`config.mk`:
```
export PLATFORM = sky130hd
export DESIGN_NAME = ffa_outq
export DESIGN_NICKNAME = d
export VERILOG_FILES = /design/src/rtl/core/ffa_pkg.sv /design/src/rtl/core/ffa_outq.sv
export SDC_FILE = /design/constraint.sdc
export NUM_CORES = 1
export LEC_CHECK = 0
export ABC_AREA = 1
export BUFFER_PORTS_ARGS = -buffer_cell sky130_fd_sc_hd__buf_2
export CAP_MARGIN = 30
export CORE_MARGIN = 2
export CORE_UTILIZATION = 47
export DETAILED_ROUTE_END_ITERATION = 6
export PLACE_DENSITY = 0.76
export SLEW_MARGIN = 15
export SYNTH_ARGS = -nofsm -noshare
export SYNTH_HDL_FRONTEND = slang
export SYNTH_SLANG_ARGS = --single-unit
```
`constraint.sdc`:
```
create_clock -name clk -period 4.1 [get_ports clk]
set_input_delay 0.205 -clock clk [delete_from_list [all_inputs] [get_ports clk]]
set_output_delay 0.205 -clock clk [all_outputs]
set_load 0.005 [all_outputs]
```
`src/rtl/core/ffa_pkg.sv`:
```
`timescale 1ns / 1ps

package ffa_pkg;

    localparam int FREE_ENTRIES_DEF = 64;
    localparam int LIVE_ENTRIES_DEF = 64;
    localparam int MAX_SEGMENTS_DEF = 16;
    localparam int ALIGN_BYTES_DEF  = 8;
    localparam int HEADER_BYTES_DEF = 8;

    localparam logic [1:0] CFG_SEGMENT_BYTES   = 2'd0;
    localparam logic [1:0] CFG_MIN_ALLOC_BYTES = 2'd1;
    localparam logic [1:0] CFG_SPLIT_THRESHOLD = 2'd2;

    localparam logic [20:0] SEGMENT_BYTES_RST   = 21'd65536;
    localparam logic [12:0] MIN_ALLOC_BYTES_RST = 13'd16;
    localparam logic [12:0] SPLIT_THRESHOLD_RST = 13'd16;

    localparam logic CMD_ALLOC = 1'b0;
    localparam logic CMD_FREE  = 1'b1;

    localparam logic [1:0] KIND_NULL  = 2'd0;
    localparam logic [1:0] KIND_ALLOC = 2'd1;
    localparam logic [1:0] KIND_FREE  = 2'd2;

    localparam logic [2:0] ST_OK         = 3'd0;
    localparam logic [2:0] ST_NULL_NOOP  = 3'd1;
    localparam logic [2:0] ST_OUT_OF_MEM = 3'd2;
    localparam logic [2:0] ST_UNKNOWN    = 3'd3;
    localparam logic [2:0] ST_TABLE_FULL = 3'd4;

    typedef struct packed {
        logic [1:0]  kind;
        logic [21:0] size;
        logic [23:0] key;
    } ffa_item_t;

    typedef struct packed {
        logic [23:0] result_address;
        logic [2:0]  status;
        logic [24:0] total_bytes;
        logic [24:0] unused_bytes;
    } ffa_result_t;

    typedef struct packed {
        logic [20:0] segment_bytes;
        logic [12:0] min_alloc_bytes;
        logic [12:0] split_threshold;
    } ffa_cfg_t;

endpackage

```
`src/rtl/core/ffa_outq.sv`:
```
`timescale 1ns / 1ps

module ffa_outq
    import ffa_pkg::*;
(
    input  logic        clk,
    input  logic        rst_n,
    input  logic        wr,
    input  ffa_result_t wr_data,
    output logic        oq_full,
    input  logic        pop,
    output logic        empty,
    output ffa_result_t rd_data
);

    ffa_result_t mem_reg [2];
    logic        wptr_reg, rptr_reg;
    logic [1:0]  cnt_reg;
    logic        do_wr, do_rd;

    assign oq_full = (cnt_reg == 2'd2);
    assign empty   = (cnt_reg == 2'd0);
    assign do_wr   = wr && !oq_full;
    assign do_rd   = pop && !empty;
    assign rd_data = mem_reg[rptr_reg];

    always_ff @(posedge clk or negedge rst_n)
    begin
        if (!rst_n)
        begin
            wptr_reg <= 1'b0;
            rptr_reg <= 1'b0;
            cnt_reg  <= 2'd0;
        end
        else
        begin
            if (do_wr)
            begin
                wptr_reg <= !wptr_reg;
            end
            if (do_rd)
            begin
                rptr_reg <= !rptr_reg;
            end
            cnt_reg <= cnt_reg + {1'b0, do_wr} - {1'b0, do_rd};
        end
    end

    always_ff @(posedge clk)
    begin
        if (do_wr)
        begin
            mem_reg[wptr_reg] <= wr_data;
        end
    end

endmodule

```
==> flow_summary_export.csv <==
group,metric,value,unit
cts,clockBufferDepth,2,
power,combPwrFrac,29.1,%
placement,dp_hpwl,7.43,mm
timing,fin_setup_tns,0,ps
final_layout,drive_gt1_share,28.1,%
placement,dpl.cell_count,750,
timing,hold_ws,25.4,ps
power,p_leak,0.00355,µW
power,p_int,3730,µW
final_layout,fin_cells,859,
worst_setup_path,crit_chain,"inv_1 -> nand2_1 -> nand3_1 -> clkinv_2 -> buf_4",
logic_synthesis,yosysTopAreaCell,"edfxtp_1",
logic_synthesis,synth_warnings,0,
die,row_count,40,
cts,root_buffer,"clkbuf_16",
route,viasPerCell,4.66,
cts,clk_pin_slew_worst_paths,60,ps
power,vdd_drop_max,0.325,mV
final_layout,layout_commonest_cell,"nand2_1",
grt,gr-usage-all-layers,20.5,%
logic_synthesis,synth.top_cell.area_share,79.1,%
power,switching_share,31.0,%
timing,fin_ws,1860,ps
worst_setup_path,worstSetupPathDepth,5,
die,coreArea,12100,µm²
final_layout,final_nets,762,
run,cap_violations,0,
placement,portBuffers,159,
worst_setup_path,startpoint_type,"register",
route,routed_wl,13.1,mm
worst_setup_path,reg2reg_depth,5,
worst_setup_path,cp.arrival,2370,ps
logic_synthesis,synthCells,436,
logic_synthesis,synth_nets,519,
placement,pre_cts_ws,1830,ps
die,dieWidth,116,µm
grt,grt_max_degree,79,
die,boundaryPins,160,
worst_setup_path,reg2reg_slack,1860,ps
route,detail_route.wl_per_cell,15.3,µm
logic_synthesis,postSynthAreaPerCell,13.4,µm²
grt,grt_first_pass_wirelength,20.0,mm
timing,rsz0062_at_grt,"no",
timing,min_period,2240,ps
timing,max_freq,0.447,GHz
final_layout,largest_register_ffs,154,
worst_setup_path,critPathSlowestCell,"clkinv_2",
power,clkPwrFrac,28.5,%
final_layout,diodes,0,
worst_setup_path,worstSetupStartpoint,"cnt_reg[0]$_DFF_PN0_",
min_path,hp-class,"in2reg",
logic_synthesis,ys_ff_latch,158,
route,drc,0,
cts,cts_buffers,17,
run_status,status,"finished, final reports clean",
grt,globalRouteOverflowTotal,0,
final_layout,area_growth,39.8,%
worst_setup_path,worstReg2RegStart,"cnt_reg[0]$_DFF_PN0_",
logic_synthesis,synthTopCellsByArea,"edfxtp_1 (79%), nand2_1 (16%), dfrtp_1 (1.7%)",
timing,hold_viol,0,
power,power_density,662,nW/µm²
worst_setup_path,critPathBufInv,3,
cts,clk_latency,430,ps
worst_setup_path,r2r-end,"mem_reg[0][56]$_DFFE_PP_",
timing,finalCritPeriodShare,54.6,%
grt,first_global_vias,4188,
placement,place.gp.congestion,0.719,
route,dr.pass1.iters,4,
worst_setup_path,worst-setup-path-type,"reg2reg",
route,drtAntennaViolNets,0,
timing,relSlewSlack,44.6,%
final_layout,layout_common_cells,"nand2_1 (244), buf_2 (159), edfxtp_1 (154)",
worst_setup_path,crit_required,4230,ps
logic_synthesis,yosysSeqAreaShare,80.9,%
worst_setup_path,end_kind,"register",
grt,antenna_found_initial,1,
cts,cts_tree,"yes",
power,p_sw,1680,µW
timing,drv_slew,0,
cts,h-tree-depth,4,
logic_synthesis,syn_area,5840,µm²
worst_setup_path,slowest_delay,650,ps
timing,worst_pin_slew,832,ps
worst_setup_path,crit_family,"buffers and inverters",
route,drtIter0Drc,283,
worst_setup_path,worstPathMaxFanout,45,
die,die_y,116,µm
timing,skew,6.31,ps
die,dieArea,13300,µm²
logic_synthesis,synth_cell_types,11,
cts,cts.sinks,158,
power,seq_power_share,42.4,%
die,initial_core_util,48.4,%
timing,setup_viol,0,
worst_setup_path,critPathCapture,"mem_reg[0][56]$_DFFE_PP_",
route,num_vias,4007,
[power by group through the flow]
| stage | clock network (µW) | logic (µW) | registers, µW |
|---|---|---|---|
| 2_1_floorplan | 0 | 871 | 2320 |
| 3_3_place_gp | 0 | 1460 | 2310 |
| 3_5_place_dp | 0 | 1520 | 2330 |
| 4_1_cts | 1570 | 1590 | 2300 |
| 5_1_grt | 1640 | 1770 | 2320 |
| 6_report | 1540 | 1570 | 2290 |
[worst min path at each step]
| stage | to | slack (ps) | cells past startpoint | startpoint |
|---|---|---|---|---|
| after floorplan | cnt_reg[0]$_DFF_PN0_ | -90 | 0 | rst_n |
| final | rptr_reg$_DFFE_PN0P_ | 30 | 3 | pop |
| after CTS | rptr_reg$_DFFE_PN0P_ | 5 | 3 | pop |
| after global placement | wptr_reg$_DFFE_PN0P_ | 20 | 1 | rst_n |
| after detailed placement | wptr_reg$_DFFE_PN0P_ | 20 | 1 | rst_n |
| after global routing | rptr_reg$_DFFE_PN0P_ | 40 | 3 | pop |
[what timing repair did]
| item | CTS | global route |
|---|---|---|
| hold buffers | 78 | 0 |
| setup buffers | 0 | 0 |
| resized for setup | 0 | 0 |
| endpoints found under the hold margin | 158 | 0 |
[final cells by class]
class / instances / area [µm²]
inverter: 11 / 45.0
fill: 859 / 3890
clock buffer: 19 / 433
tap: 168 / 210
multi-input combinational: 250 / 967
sequential: 158 / 4730
timing repair buffer: 241 / 1640
clock inverter: 12 / 146
[cell usage after synthesis (all sizes together)]
cell type  instances
ha                 2
nor2               1
dfrtp              4
nand3              3
buf               17
edfxtp           154
inv               11
nand2            244
[kinds of logic after synthesis]
group | Yosys count | synth area share, %
simple gates | 248 | 16.0
fa+ha+maj | 2 | 0.428
buf+inv | 28 | 2.72
flops | 158 | 80.9
[through the flow]
stage	utilization (%)	area, µm²	power [µW]
2_1_floorplan	-	5850	3190
3_3_place_gp	56.2	6780	3770
3_5_place_dp	56.4	6810	3850
4_1_cts	67.7	8170	5460
5_1_grt	67.7	8170	5740
6_report	67.7	8170	5410
[per-layer routing]
layer	GRT usage, %	vias to the layer above	share of wire, %	wire length (µm)
li1	-	1944	-	-
met2	36.3	146	53	6930
met5	0	-	0.099	13
met1	22.2	1880	39	5080
met4	10.6	2	2.8	367
met3	6.38	35	5.7	752
[worst reg2reg max path, stage by stage, from the launching register on]
cell	delay [ps]
dfrtp_1	390
inv_1	100
nand2_1	100
nand3_1	120
clkinv_2	650
buf_4	570
Power figures use the tool's default switching activity.
