File: src/rtl/core/ffa_pkg.sv
`timescale 1ns / 1ps

package ffa_pkg;

    localparam int FREE_ENTRIES_DEF = 64;
    localparam int LIVE_ENTRIES_DEF = 64;
    localparam int MAX_SEGMENTS_DEF = 16;
    localparam int ALIGN_BYTES_DEF  = 8;
    localparam int HEADER_BYTES_DEF = 8;

    localparam logic [1:0] CFG_SEGMENT_BYTES   = 2'd0;
    localparam logic [1:0] CFG_MIN_ALLOC_BYTES = 2'd1;
    localparam logic [1:0] CFG_SPLIT_THRESHOLD = 2'd2;

    localparam logic [20:0] SEGMENT_BYTES_RST   = 21'd65536;
    localparam logic [12:0] MIN_ALLOC_BYTES_RST = 13'd16;
    localparam logic [12:0] SPLIT_THRESHOLD_RST = 13'd16;

    localparam logic CMD_ALLOC = 1'b0;
    localparam logic CMD_FREE  = 1'b1;

    localparam logic [1:0] KIND_NULL  = 2'd0;
    localparam logic [1:0] KIND_ALLOC = 2'd1;
    localparam logic [1:0] KIND_FREE  = 2'd2;

    localparam logic [2:0] ST_OK         = 3'd0;
    localparam logic [2:0] ST_NULL_NOOP  = 3'd1;
    localparam logic [2:0] ST_OUT_OF_MEM = 3'd2;
    localparam logic [2:0] ST_UNKNOWN    = 3'd3;
    localparam logic [2:0] ST_TABLE_FULL = 3'd4;

    typedef struct packed {
        logic [1:0]  kind;
        logic [21:0] size;
        logic [23:0] key;
    } ffa_item_t;

    typedef struct packed {
        logic [23:0] result_address;
        logic [2:0]  status;
        logic [24:0] total_bytes;
        logic [24:0] unused_bytes;
    } ffa_result_t;

    typedef struct packed {
        logic [20:0] segment_bytes;
        logic [12:0] min_alloc_bytes;
        logic [12:0] split_threshold;
    } ffa_cfg_t;

endpackage

File: src/rtl/core/ffa_front.sv
`timescale 1ns / 1ps

module ffa_front
    import ffa_pkg::*;
#(
    parameter int ALIGN_BYTES  = ALIGN_BYTES_DEF,
    parameter int HEADER_BYTES = HEADER_BYTES_DEF
)
(
    input  logic        clk,
    input  logic        rst_n,
    input  logic        push,
    output logic        full,
    input  logic        command,
    input  logic [20:0] request_bytes,
    input  logic [23:0] body_address,
    input  logic [12:0] min_alloc_bytes,
    output logic        q_valid,
    input  logic        q_ready,
    output ffa_item_t   q_item
);

    localparam int RS = 28;
    localparam logic [28:0] RM = 29'(((64'd1 << RS) + 64'(ALIGN_BYTES) - 64'd1) /
                                     64'(ALIGN_BYTES));

    logic              pend_reg, pend_next;
    logic              div_reg, div_next;
    logic              phase_reg, phase_next;
    logic [21:0]       quo_reg, quo_next;
    ffa_item_t         item_reg, item_next;
    ffa_item_t         fifo_reg [2];
    logic              wptr_reg, rptr_reg;
    logic [1:0]        qcnt_reg;
    logic              enq, deq;
    logic [21:0]       up;
    logic [50:0]       prod;
    logic [20:0]       raised;
    logic              accept;

    assign full    = pend_reg;
    assign accept  = push && !pend_reg;
    assign raised  = ({8'd0, min_alloc_bytes} >= request_bytes) ?
                     {8'd0, min_alloc_bytes} : request_bytes;
    assign up      = item_reg.size + 22'(ALIGN_BYTES - 1);
    assign prod    = 51'(up) * 51'(RM);
    assign enq     = pend_reg && !div_reg && (qcnt_reg != 2'd2);
    assign deq     = q_valid && q_ready;
    assign q_valid = (qcnt_reg != 2'd0);
    assign q_item  = fifo_reg[rptr_reg];

    always_comb
    begin
        pend_next  = pend_reg;
        div_next   = div_reg;
        phase_next = phase_reg;
        quo_next   = quo_reg;
        item_next  = item_reg;
        if (enq)
        begin
            pend_next = 1'b0;
        end
        if (accept)
        begin
            pend_next      = 1'b1;
            item_next.size = 22'd0;
            item_next.key  = body_address - 24'(HEADER_BYTES);
            if (command == CMD_FREE)
            begin
                item_next.kind = (body_address == 24'd0) ? KIND_NULL : KIND_FREE;
            end
            else if (request_bytes == 21'd0)
            begin
                item_next.kind = KIND_NULL;
            end
            else
            begin
                item_next.kind = KIND_ALLOC;
                item_next.size = {1'b0, raised};
                div_next       = 1'b1;
                phase_next     = 1'b0;
            end
        end
        else if (div_reg)
        begin
            if (!phase_reg)
            begin
                quo_next   = prod[RS+21:RS];
                phase_next = 1'b1;
            end
            else
            begin
                item_next.size = 22'(28'(quo_reg) * 28'(ALIGN_BYTES));
                div_next       = 1'b0;
            end
        end
    end

    always_ff @(posedge clk or negedge rst_n)
    begin
        if (!rst_n)
        begin
            pend_reg <= 1'b0;
            div_reg  <= 1'b0;
            wptr_reg <= 1'b0;
            rptr_reg <= 1'b0;
            qcnt_reg <= 2'd0;
        end
        else
        begin
            pend_reg <= pend_next;
            div_reg  <= div_next;
            if (enq)
            begin
                wptr_reg <= !wptr_reg;
            end
            if (deq)
            begin
                rptr_reg <= !rptr_reg;
            end
            qcnt_reg <= qcnt_reg + {1'b0, enq} - {1'b0, deq};
        end
    end

    always_ff @(posedge clk)
    begin
        phase_reg <= phase_next;
        quo_reg   <= quo_next;
        item_reg  <= item_next;
        if (enq)
        begin
            fifo_reg[wptr_reg] <= item_reg;
        end
    end

endmodule

File: config.mk
export PLATFORM = sky130hd
export DESIGN_NAME = ffa_front
export DESIGN_NICKNAME = d
export VERILOG_FILES = /design/src/rtl/core/ffa_pkg.sv /design/src/rtl/core/ffa_front.sv
export SDC_FILE = /design/constraint.sdc
export NUM_CORES = 1
export LEC_CHECK = 0
export BUFFER_PORTS_ARGS = -buffer_cell sky130_fd_sc_hd__buf_4
export CAP_MARGIN = 20
export CORE_ASPECT_RATIO = 0.75
export CORE_MARGIN = 4
export CORE_UTILIZATION = 45
export DETAILED_ROUTE_END_ITERATION = 16
export GPL_TIMING_DRIVEN = 0
export PLACE_DENSITY_LB_ADDON = 0.25
export SLEW_MARGIN = 0
export SYNTH_ARGS = -nofsm -noshare
export SYNTH_HDL_FRONTEND = slang
export SYNTH_SLANG_ARGS = --single-unit
File: constraint.sdc
create_clock -name clk -period 4 [get_ports clk]
set_clock_uncertainty 0.15 [all_clocks]
set_input_delay 0.8 -clock clk [delete_from_list [all_inputs] [get_ports clk]]
set_output_delay 0.8 -clock clk [all_outputs]
set_load 0.1 [all_outputs]
==> impl_results.md, run 1 <==
* Cells after Synth at 476
* Outcome: complete, no violations
* CP most frequent cell: buf_1
* Synth top cells by count: 164 x edfxtp_1, 50 x nand2_1, 48 x mux2_2
* Critical Path Max Stage Delay at 0.53 ns
* CTS tree: done
* DRC at 0
* DP Area at 8447 um2
* Simple-gate portion of the synthesized area at 8.081%
* Final period util at 86.38%
* Vias per std cell at 5.018
* Slew @ Worst Pin at 1.042 ns
* Maxcap violations at 0
* Synth warnings at 0
* Mapped cell area at 7277 um2
* Worst EP required at 3.05 ns
* Site Rows at 39
* Post-synth cell types at 43
* GR Overflow Total at 0
* Core Region at 15,520 um2
* Largest family of logic cells by synthesized area: multiplexers
* Async set-reset flop share out of synthesis at 3.529%
* Final Cell Area at 9024 um2
* Die Width at 154.8 um
* Full die area at 18,290 um2
* Syn nets at 555
* Placer Congestion at 0.8242
* Top post-synthesis cells by area: edfxtp_1 68%, mux2_2 7.4%, xnor2_1 2.9%
* Non-filler cells, final at 828
* RSZ-0062 raised after global routing: no
* EDFF count, synth at 164
* Share of cells above drive strength 1 at 35.63%
* First-pass GRT wire length at 23.18 mm
* Met1 Track Usage GR at 22.72%
* CP Data Arrival Time at 2.51 ns
* Clock Latency Late Sink at 0.42 ns
* Post-layout min period at 3.455 ns
* Vias in the first global route at 4,453
* Root buf cell: clkbuf_16
* Avg Inst Size Synth at 15.29 um2
* Kind of critical path: register to output port
* Sequential element share of the synthesized area at 69.74%
* Ant. Diodes at 0
* # hold bufs at CTS at 0
* Initial drt markers at 288
* Placed cells at 796
* WL/cell at 17.40 um
* Filler cells at 1,232
* IO Count at 113
* Die height at 118.1 um
* Final setup viols at 0
* Area growth syn-to-layout at 24.00%
* CP top delay family: buffers and inverters
* Max reg flops at 96
* Hold Vio Cnt, Final at 0
* Antenna viol nets, final at 0
* Post-Synth Adder-Cell Area at 2.751%
* Post-synth top area cell: edfxtp_1
* Largest net degree at the start of global routing at 35
* Vias at 4,155
* Total track usage at 16.51%
* Hpwl dp at 10.41 mm
* Top-area cell type share of the netlist area at 67.68%
* Post-synthesis mux area share at 9.216%
* Clock slew at reported path FFs at 0.06 ns
* CTS Sinks at 170
* Max_slew headroom at 30.35%
* Synth Area in Compound Gates at 3.267%
* Max Fanout on Critical Path at 10
* Starting Density at 46.90%
* Min-Delay Path Class: input pin to async pin
* Pins Over Slew Limit at 0
* Top Usage Layer GRT: met2
* Cell Chain, Critical Path: buf_1, buf_1, mux2_2, buf_4
* Yosys reg bits at 170
* Crit path launch type: register
* Most common cell in the netlist: edfxtp_1
* Antenna violations before repair at 0
* Bufs and invs on worst path at 3
* GR Layer Usage met3 at 4.567%
* 1st-pass router iterations at 4
* H-tree levels at 4
* DRT Wirelength at 14.41 mm
* Met2 usage at 25.68%
* Post-CTS setup buffer count at 0
* Cts repair resizes at 0
* Critical-path top delay cell: buf_1
* Critical path endpoint category: output port
* Ys flop type: edfxtp_1
* Bufs on Longest Clock Path at 2
* Fin Hold WS at 0.02234 ns
* Fmax at 289.4 MHz
* Post-synthesis xor/xnor area fraction at 4.935%
* Port Buffers at 112
* Inserted Clock Buffers at 17
* Number of nets in the layout at 689
==> layer usage <==
| metal | share of wire [%] | vias up |
|---|---|---|
| met2 | 47 | 106 |
| met5 | 0 | - |
| met4 | 1.3 | 0 |
| met1 | 47 | 2013 |
| li1 | - | 2022 |
| met3 | 4.8 | 14 |
==> logic make-up (layout without fill, tap and decap cells) <==
group	Yosys count	count (layout)
flops	170	170
fa+ha+maj	16	16
buf+inv	34	181
compound gates	34	34
mux	61	61
simple gates	120	120
xor+xnor	41	41
==> layout by cell type, fill, tap and decap left out, types with 8 or more instances in the layout <==
master,Yosys,routed
o21ai_1,11,11
nor2_1,22,19
mux2_2,48,48
buf_4,0,112
nand2_1,50,50
nand3_1,9,9
nor3_1,11,11
xnor2_1,24,24
o21ai_2,8,8
edfxtp_1,164,164
xor2_1,17,17
mux2i_1,13,13
inv_1,22,22
ha_1,16,16
clkbuf_16,0,17
==> area by class of cell <==
type | count | area [um2] | share of cell area, %
clock inverter | 15 | 151.4 | 1.678
buffer | 10 | 56.30 | 0.6240
inverter | 24 | 90.09 | 0.9983
timing repair buffer | 115 | 895.9 | 9.928
sequential | 170 | 5075 | 56.24
tap | 205 | 256.5 | 2.842
multi-input combinational | 272 | 2073 | 22.98
clock buffer | 17 | 425.4 | 4.714
==> final timing paths <==
kind                       depth (start not counted)  slack (ns)    startpoint               to
hold / removal                                     1        0.02         rst_n             full
hold reg to reg                                    0        0.30  item_reg[17]  fifo_reg[0][17]
setup / recovery                                   4        0.54      rptr_reg       q_item[28]
min in group clk                                   0        0.30  item_reg[17]  fifo_reg[0][17]
setup reg to reg                                   4        1.32          full     item_reg[35]
max in group asynchronous                          1        3.56         rst_n          div_reg
==> metrics by stage <==
step                worst slack, ns  setup TNS (ns)  util, %
global placement            -0.5875          -55.93    53.97
finish                       0.5450               0    58.15
detailed placement           0.8198               0    54.43
floorplan                   0.07587               0        -
CTS                          0.4622               0    58.15
global route                 0.3647               0    58.15
Power of run 1 is left out: the tool's default activity adds up to more than one toggle a clock period on the data nets, which glitch-free logic cannot reach.
==> run 2, diff against run 1 <==
- CELL_PAD_IN_SITES_DETAIL_PLACEMENT: default -> 0
- CELL_PAD_IN_SITES_GLOBAL_PLACEMENT: default -> 2
- CORE_UTILIZATION: 45 -> 40
- PLACE_DENSITY_LB_ADDON: 0.25 -> 0.1
==> impl_results.md, run 2 (synthesized netlist as in run 1, its figures left out) <==
* Antenna viol nets, final at 0
* Slew @ Worst Pin at 0.8140 ns
* Outcome: complete, no violations
* Final setup viols at 0
* Vias at 4,184
* Vias per std cell at 4.820
* Worst EP required at 3.05 ns
* Bufs on Longest Clock Path at 2
* Full die area at 20,440 um2
* Area growth syn-to-layout at 27.11%
* RSZ-0062 raised after global routing: no
* Hpwl dp at 11.16 mm
* Root buf cell: clkbuf_16
* Initial drt markers at 232
* Post-layout min period at 3.518 ns
* Largest net degree at the start of global routing at 35
* Ant. Diodes at 0
* Register Area at 5075 um2
* # hold bufs at CTS at 0
* Crit path launch type: register
* Port Buffers at 112
* Core Region at 17,760 um2
* Most frequent cells in the layout: 164 x edfxtp_1, 112 x buf_4, 50 x nand2_1
* Filler cells at 1,549
* Antenna violations before repair at 0
* Pins Over Slew Limit at 0
* Place WS at 0.6674 ns
* Placed cells at 835
* DRT Wirelength at 15.24 mm
* IO Count at 113
* Critical-path top delay cell: buf_1
* CP Data Arrival Time at 2.57 ns
* Critical Path Max Stage Delay at 0.58 ns
* GR Overflow Total at 0
* Leading cell type in the layout, fill and taps excluded: edfxtp_1
* Share of cells above drive strength 1 at 35.62%
* Max reg flops at 96
* Min-Delay Path Class: input pin to async pin
* Bufs and invs on worst path at 3
* Critical path endpoint category: output port
* Total track usage at 15.40%
* Fmax at 284.3 MHz
* Placer Congestion at 0.7971
* Hold Vio Cnt, Final at 0
* Non-filler cells, final at 868
* Number of nets in the layout at 692
* 1st-pass router iterations at 6
* First-pass GRT wire length at 23.75 mm
* Setup_tns at 0 ns
* Max Fanout on Critical Path at 10
* Site Rows at 42
* Inserted Clock Buffers at 17
* CP most frequent cell: buf_1
* Clock Latency Late Sink at 0.42 ns
* DRC at 0
* CTS Sinks at 170
* CP top delay family: buffers and inverters
* Cell Chain, Critical Path: buf_1, buf_1, mux2_2, buf_4
* Area of the multi-input gates at 2073 um2
* Die Width at 163.7 um
* Final period util at 87.94%
* Fin Hold WS at 0.02913 ns
* Starting Density at 40.97%
* WL/cell at 17.55 um
* CTS tree: done
* Kind of critical path: register to output port
* Final WS setup at 0.4823 ns
* Cts repair resizes at 0
* H-tree levels at 4
* Die height at 124.8 um
* Post-CTS setup buffer count at 0
* Max_slew headroom at 45.65%
* Clock slew at reported path FFs at 0.06 ns
* Vias in the first global route at 4,275
* Maxcap violations at 0
[run 2: per-layer routing]
layer,up-vias,GRT usage [%],wire [um]
met3,11,3.870,599
met4,0,4.734,123
met2,86,22.20,6738
met5,-,0,0
li1,2033,-,-
met1,2054,22.91,7775
[run 2: cell type report]
type	count	share of cell area [%]
Tap cell	242	3.273
Inverter	24	0.9739
Clock buffer	18	4.640
Buffer	10	0.6087
Clock inverter	14	2.354
Sequential cell	170	54.86
Timing Repair Buffer	118	10.88
Multi-Input combinational cell	272	22.41
[run 2: through the flow]
stage / cell area [um2] / utilization, %
2_1_floorplan: 7277 / -
3_3_place_gp: 8421 / 47.41
3_5_place_dp: 8576 / 48.28
4_1_cts: 9223 / 51.92
5_1_grt: 9250 / 52.08
6_report: 9250 / 52.08
[run 2: worst paths after layout]
| check | from | to | slack [ns] | cells after the start |
|---|---|---|---|---|
| min in group clk | item_reg[10] | fifo_reg[0][10] | 0.29 | 0 |
| hold reg to reg | item_reg[10] | fifo_reg[0][10] | 0.29 | 0 |
| setup / recovery | rptr_reg | q_item[28] | 0.48 | 4 |
| hold / removal | rst_n | full | 0.03 | 1 |
| max in group asynchronous | rst_n | qcnt_reg[0] | 3.55 | 1 |
| setup reg to reg | full | item_reg[29] | 1.64 | 5 |
Power of run 2 is left out for the same reason.
